**src/rtl/core/lesf_pkg.sv**
```systemverilog
`default_nettype none
package lesf_pkg;

    localparam int MAX_COLS = 1024;
    localparam int MAX_ROWS = 1024;

    localparam int CHAR_W = 8;
    localparam int SIZE_W = 11;
    localparam int COL_W  = 10;
    localparam int ROW_W  = 11;
    localparam int OUT_W  = 10;
    localparam int CFG_W  = 11;

    localparam logic [CHAR_W-1:0] FREE_CELL      = 8'd46;
    localparam logic [CFG_W-1:0]  MAP_COLS_RESET = 11'd16;

    typedef logic [SIZE_W-1:0] size_t;
    typedef logic [COL_W-1:0]  col_t;
    typedef logic [ROW_W-1:0]  row_t;
    typedef logic [OUT_W-1:0]  out_pos_t;

    // Position of one cell beat in the map
    typedef struct packed {
        col_t col;
        row_t row;
        logic ignore;
    } pos_t;

    function automatic size_t min3(input size_t a, input size_t b, input size_t c);
        size_t m;
        m = (a < b) ? a : b;
        return (m < c) ? m : c;
    endfunction

    // Saturate at MAX_ROWS
    function automatic row_t row_inc(input row_t r);
        return (r < ROW_W'(MAX_ROWS)) ? ROW_W'(r + 1'b1) : r;
    endfunction

endpackage
`default_nettype wire

```
**src/rtl/core/lesf_pos.sv**
```systemverilog
`default_nettype none
module lesf_pos (
    input  wire logic                       clk,
    input  wire logic                       rst_n,
    input  wire logic [lesf_pkg::CFG_W-1:0] map_cols,
    input  wire logic                       advance,
    input  wire logic                       last,
    output lesf_pkg::pos_t                  pos
);

    lesf_pkg::col_t col_reg, col_next;
    lesf_pkg::row_t row_reg, row_next;
    logic [lesf_pkg::COL_W:0] cols;
    logic [lesf_pkg::COL_W:0] col_inc;
    logic                     wrap_in;
    lesf_pkg::col_t           col_cur;
    lesf_pkg::row_t           row_cur;

    always_comb
    begin
        if (map_cols == '0)
        begin
            cols = (lesf_pkg::COL_W+1)'(1);
        end
        else if (map_cols > lesf_pkg::CFG_W'(lesf_pkg::MAX_COLS))
        begin
            cols = (lesf_pkg::COL_W+1)'(lesf_pkg::MAX_COLS);
        end
        else
        begin
            cols = (lesf_pkg::COL_W+1)'(map_cols);
        end

        // A column left past a narrowed width starts the next row
        wrap_in = {1'b0, col_reg} >= cols;
        col_cur = wrap_in ? '0 : col_reg;
        row_cur = wrap_in ? lesf_pkg::row_inc(row_reg) : row_reg;

        col_inc = {1'b0, col_cur} + 1'b1;
        if (col_inc >= cols)
        begin
            col_next = '0;
            row_next = lesf_pkg::row_inc(row_cur);
        end
        else
        begin
            col_next = col_inc[lesf_pkg::COL_W-1:0];
            row_next = row_cur;
        end

        if (last)
        begin
            col_next = '0;
            row_next = '0;
        end

        pos.col    = col_cur;
        pos.row    = row_cur;
        pos.ignore = row_cur >= lesf_pkg::ROW_W'(lesf_pkg::MAX_ROWS);
    end

    always_ff @(posedge clk or negedge rst_n)
    begin
        if (!rst_n)
        begin
            col_reg <= '0;
            row_reg <= '0;
        end
        else if (advance)
        begin
            col_reg <= col_next;
            row_reg <= row_next;
        end
    end

endmodule
`default_nettype wire

```
**config.mk**
```make
export PLATFORM = sky130hd
export DESIGN_NAME = lesf_pos
export DESIGN_NICKNAME = d
export VERILOG_FILES = /design/src/rtl/core/lesf_pkg.sv /design/src/rtl/core/lesf_pos.sv
export SDC_FILE = /design/constraint.sdc
export NUM_CORES = 1
export LEC_CHECK = 0
export BUFFER_PORTS_ARGS = -buffer_cell sky130_fd_sc_hd__buf_2
export CAP_MARGIN = 20
export CORE_ASPECT_RATIO = 0.75
export CORE_MARGIN = 3
export CORE_UTILIZATION = 35
export CTS_CLUSTER_DIAMETER = 60
export DETAILED_ROUTE_END_ITERATION = 8
export PLACE_DENSITY = 0.62
export SYNTH_ARGS = -nofsm -noshare
export SYNTH_HDL_FRONTEND = slang
export SYNTH_SLANG_ARGS = --single-unit
```
**constraint.sdc**
```tcl
create_clock -name clk -period 4.9 [get_ports clk]
set_input_delay 0.98 -clock clk [delete_from_list [all_inputs] [get_ports clk]]
set_output_delay 0.98 -clock clk [all_outputs]
set_load 0.02 [all_outputs]
```
==> out/results.tsv <==
metric	value	unit
initial_utilization	0.374	
vdd_ir_drop_max	78.7	uV
period_needed	5.10	ns
ant_nets	0	
synth_edf_count	0	
yosysSeqAreaShare	0.235	
clock_skew	0.00565	ns
maxCapViolCount	0	
p_switching	0.160	mW
grt_pass1_wl	11.6	mm
seq_area	526	sq um
path_class	input port to flop	
critPathCaptureType	flop	
ys_ff_latch	21	
synth_cells	268	
place_congestion	0.900	
status	finished, violations left	
clock_latency	0.27	ns
cts_buffer_depth	2	
syn2layout_area_growth	50.4	%
grt.total_usage	0.197	
fill_cells	550	
violations	negative setup slack	
grt-ovfl-total	0	
grt_max_degree	22	
wirelength	7.65	mm
clockRootBuffer	clkbuf_8	
syn_nets	307	
clk_pin_slew_worst_paths	0.08	ns
p_leak	1.59	nW
layout_setup_ws	-0.201	ns
dominantRegCellSynth	dfrtp_1	
syn_avg_cell_area	8.33	sq um
yosys_warnings	0	
crit_arrival	5.27	ns
place_area	2970	sq um
hold_viol	0	
synth_cell_types	58	
finalSetupViolCount	10	
rsz0062_at_grt	yes	
pwr-share-seq	0.388	
die_w	98.2	um
port_buffers	36	
p_int	0.317	mW
slew_viol_final	0	
maxSlewHeadroom	0.608	
hp-start	col_reg[9]$_DFFE_PN0P_	
cp.required	5.07	ns
cp-startpoint	map_cols[9]	
finalNetCount	408	
dp_hpwl	5.62	mm
antenna_found_initial	0	
p_per_area	142	nW/um^2
fp.dieH	75.2	um
final_util	0.562	
detail_route.first_pass.iterations	5	
multi_input_area	1860	sq um
timing.hold.ws	0.570	ns
tritoncts	yes	
drive_gt1_frac	0.416	
critPathLaunchType	input port	
swShare	0.335	
reg2reg_from	col_reg[2]$_DFFE_PN0P_	
stdcell_area	3360	sq um
largest_register_ff_count	11	
routedWlPerCell	17.2	um
pwr-share-comb	0.359	
hp-class	flop to flop	
drt_iter0_drc	269	
synth_async_sr_flop_share	1.00	
drc	0	
tightest_slew	0.587	ns
h-tree-depth	1	
period_share	1.04	
vias_per_cell	5.72	
grt_pass1_vias	2270	
postCtsHoldBufs	0	
core_area	5980	sq um
syn-cell-area	2230	sq um
fmax	196	MHz
clock-sinks	21	
diodes	0	
num_vias	2552	
clockPowerShare	0.253	
io_pins	37	
worstPathMaxFanout	3	
rows	24	
die_area	7380	sq um
cts_buffers	3	
[synth_stat cells, types with 3 or more instances]
master	n	area (sq um)
a21oi_1	11	55.1
a21oi_2	4	35.0
a31oi_1	5	31.3
a32o_1	11	110
and2_1	4	25.0
and3_1	7	43.8
and4_1	3	26.3
clkbuf_1	8	30.0
dfrtp_1	21	526
ha_1	24	300
inv_1	17	63.8
nand2_1	35	131
nand3_1	7	35.0
nand4_1	6	37.5
nor2_1	16	60.1
nor3_1	5	25.0
nor4_1	6	37.5
o21ai_0	6	30.0
o22ai_1	3	18.8
o32ai_1	3	26.3
o41ai_1	3	26.3
xnor2_1	9	78.8
xor2_1	11	96.3
[routing by layer]
| metal | GRT usage | vias to the layer above | wire length [um] |
|---|---|---|---|
| li1 | - | 1213 | - |
| met5 | 0 | - | 0 |
| met4 | 0.0167 | 0 | 18 |
| met2 | 0.308 | 99 | 3400 |
| met3 | 0.0361 | 4 | 511 |
| met1 | 0.296 | 1236 | 3720 |
[power by group through the flow]
| stage | sequential [mW] | clock, mW | combinational [mW] |
|---|---|---|---|
| floorplan | 0.186 | 0 | 0.0850 |
| global placement | 0.188 | 0 | 0.148 |
| detailed placement | 0.188 | 0 | 0.151 |
| CTS | 0.185 | 0.123 | 0.165 |
| global route | 0.186 | 0.131 | 0.187 |
| finish | 0.185 | 0.121 | 0.171 |
[stage by stage]
stage	worst slack (ns)	total power, mW	setup TNS (ns)	std cells
after floorplan	-0.301	0.271	-2.03	268
after global placement	-0.481	0.336	-4.20	427
after detailed placement	-0.700	0.339	-7.25	427
after CTS	-0.223	0.473	-1.38	444
after global routing	-0.425	0.504	-3.79	446
final	-0.201	0.477	-1.17	446
[cells by family after synthesis]
group | synth area share
buf+inv | 0.0482
compound gates | 0.240
xor+xnor | 0.0785
fa+ha+maj | 0.135
flops | 0.235
mux | 0.0140
simple gates | 0.249
[final timing paths]
check,to,slack [ns],depth (start not counted)
setup / recovery,row_reg[9]$_DFFE_PN0P_,-0.20,24
hold / removal,col_reg[9]$_DFFE_PN0P_,0.57,1
max in group asynchronous,row_reg[5]$_DFFE_PN0P_,3.89,1
setup reg to reg,row_reg[9]$_DFFE_PN0P_,0.49,20
hold reg to reg,col_reg[9]$_DFFE_PN0P_,0.57,1
min in group asynchronous,col_reg[2]$_DFFE_PN0P_,0.66,1
[layout by cell type (no fill, tap or decap), types with 4 or more instances in the layout]
| cell type | Yosys | final |
|---|---|---|
| xnor2_1 | 9 | 7 |
| ha_1 | 24 | 21 |
| a31oi_1 | 5 | 5 |
| a21oi_2 | 4 | 4 |
| inv_1 | 17 | 17 |
| o21ai_1 | 2 | 5 |
| nand3_1 | 7 | 6 |
| a21oi_1 | 11 | 11 |
| and3_1 | 7 | 4 |
| and2_1 | 4 | 4 |
| nand4_1 | 6 | 6 |
| nor3_1 | 5 | 5 |
| buf_6 | 0 | 10 |
| xor2_1 | 11 | 10 |
| nand2_1 | 35 | 34 |
| dfrtp_1 | 21 | 21 |
| buf_4 | 0 | 63 |
| a32o_1 | 11 | 11 |
| nor2_1 | 16 | 13 |
| buf_2 | 2 | 32 |
[critical path: stages]
cell      delay, ns
buf_8          0.10
nor4_4         0.26
a31oi_1        0.11
nor2_1         0.16
ha_1           0.29
nor2b_4        0.14
o21ai_4        0.07
a31oi_4        0.19
nand2_2        0.10
nor2_4         0.12
ha_4           0.16
and4_4         0.23
nand3_4        0.09
nor2_4         0.18
xnor2_4        0.10
ha_4           0.31
nand4_1        0.14
a211oi_2       0.22
o32ai_2        0.13
nor2_2         0.13
nand4_1        0.15
buf_4          0.19
or4b_1         0.46
a32o_1         0.23
[area by class of cell]
type                    count  share of cell area
multi-input cells         219               0.554
well taps                  78              0.0291
inverters                  18              0.0201
clock buffers               4              0.0134
flip-flops and latches     21               0.157
repair buffers            106               0.227
[what timing repair did]
item / CTS / global route
setup buffers: 14 / 5
resized for setup: 28 / 13
endpoints found under the setup margin: 10 / 21
pin swaps: 26 / 13
No activity file was read; power rests on OpenSTA's default activity.
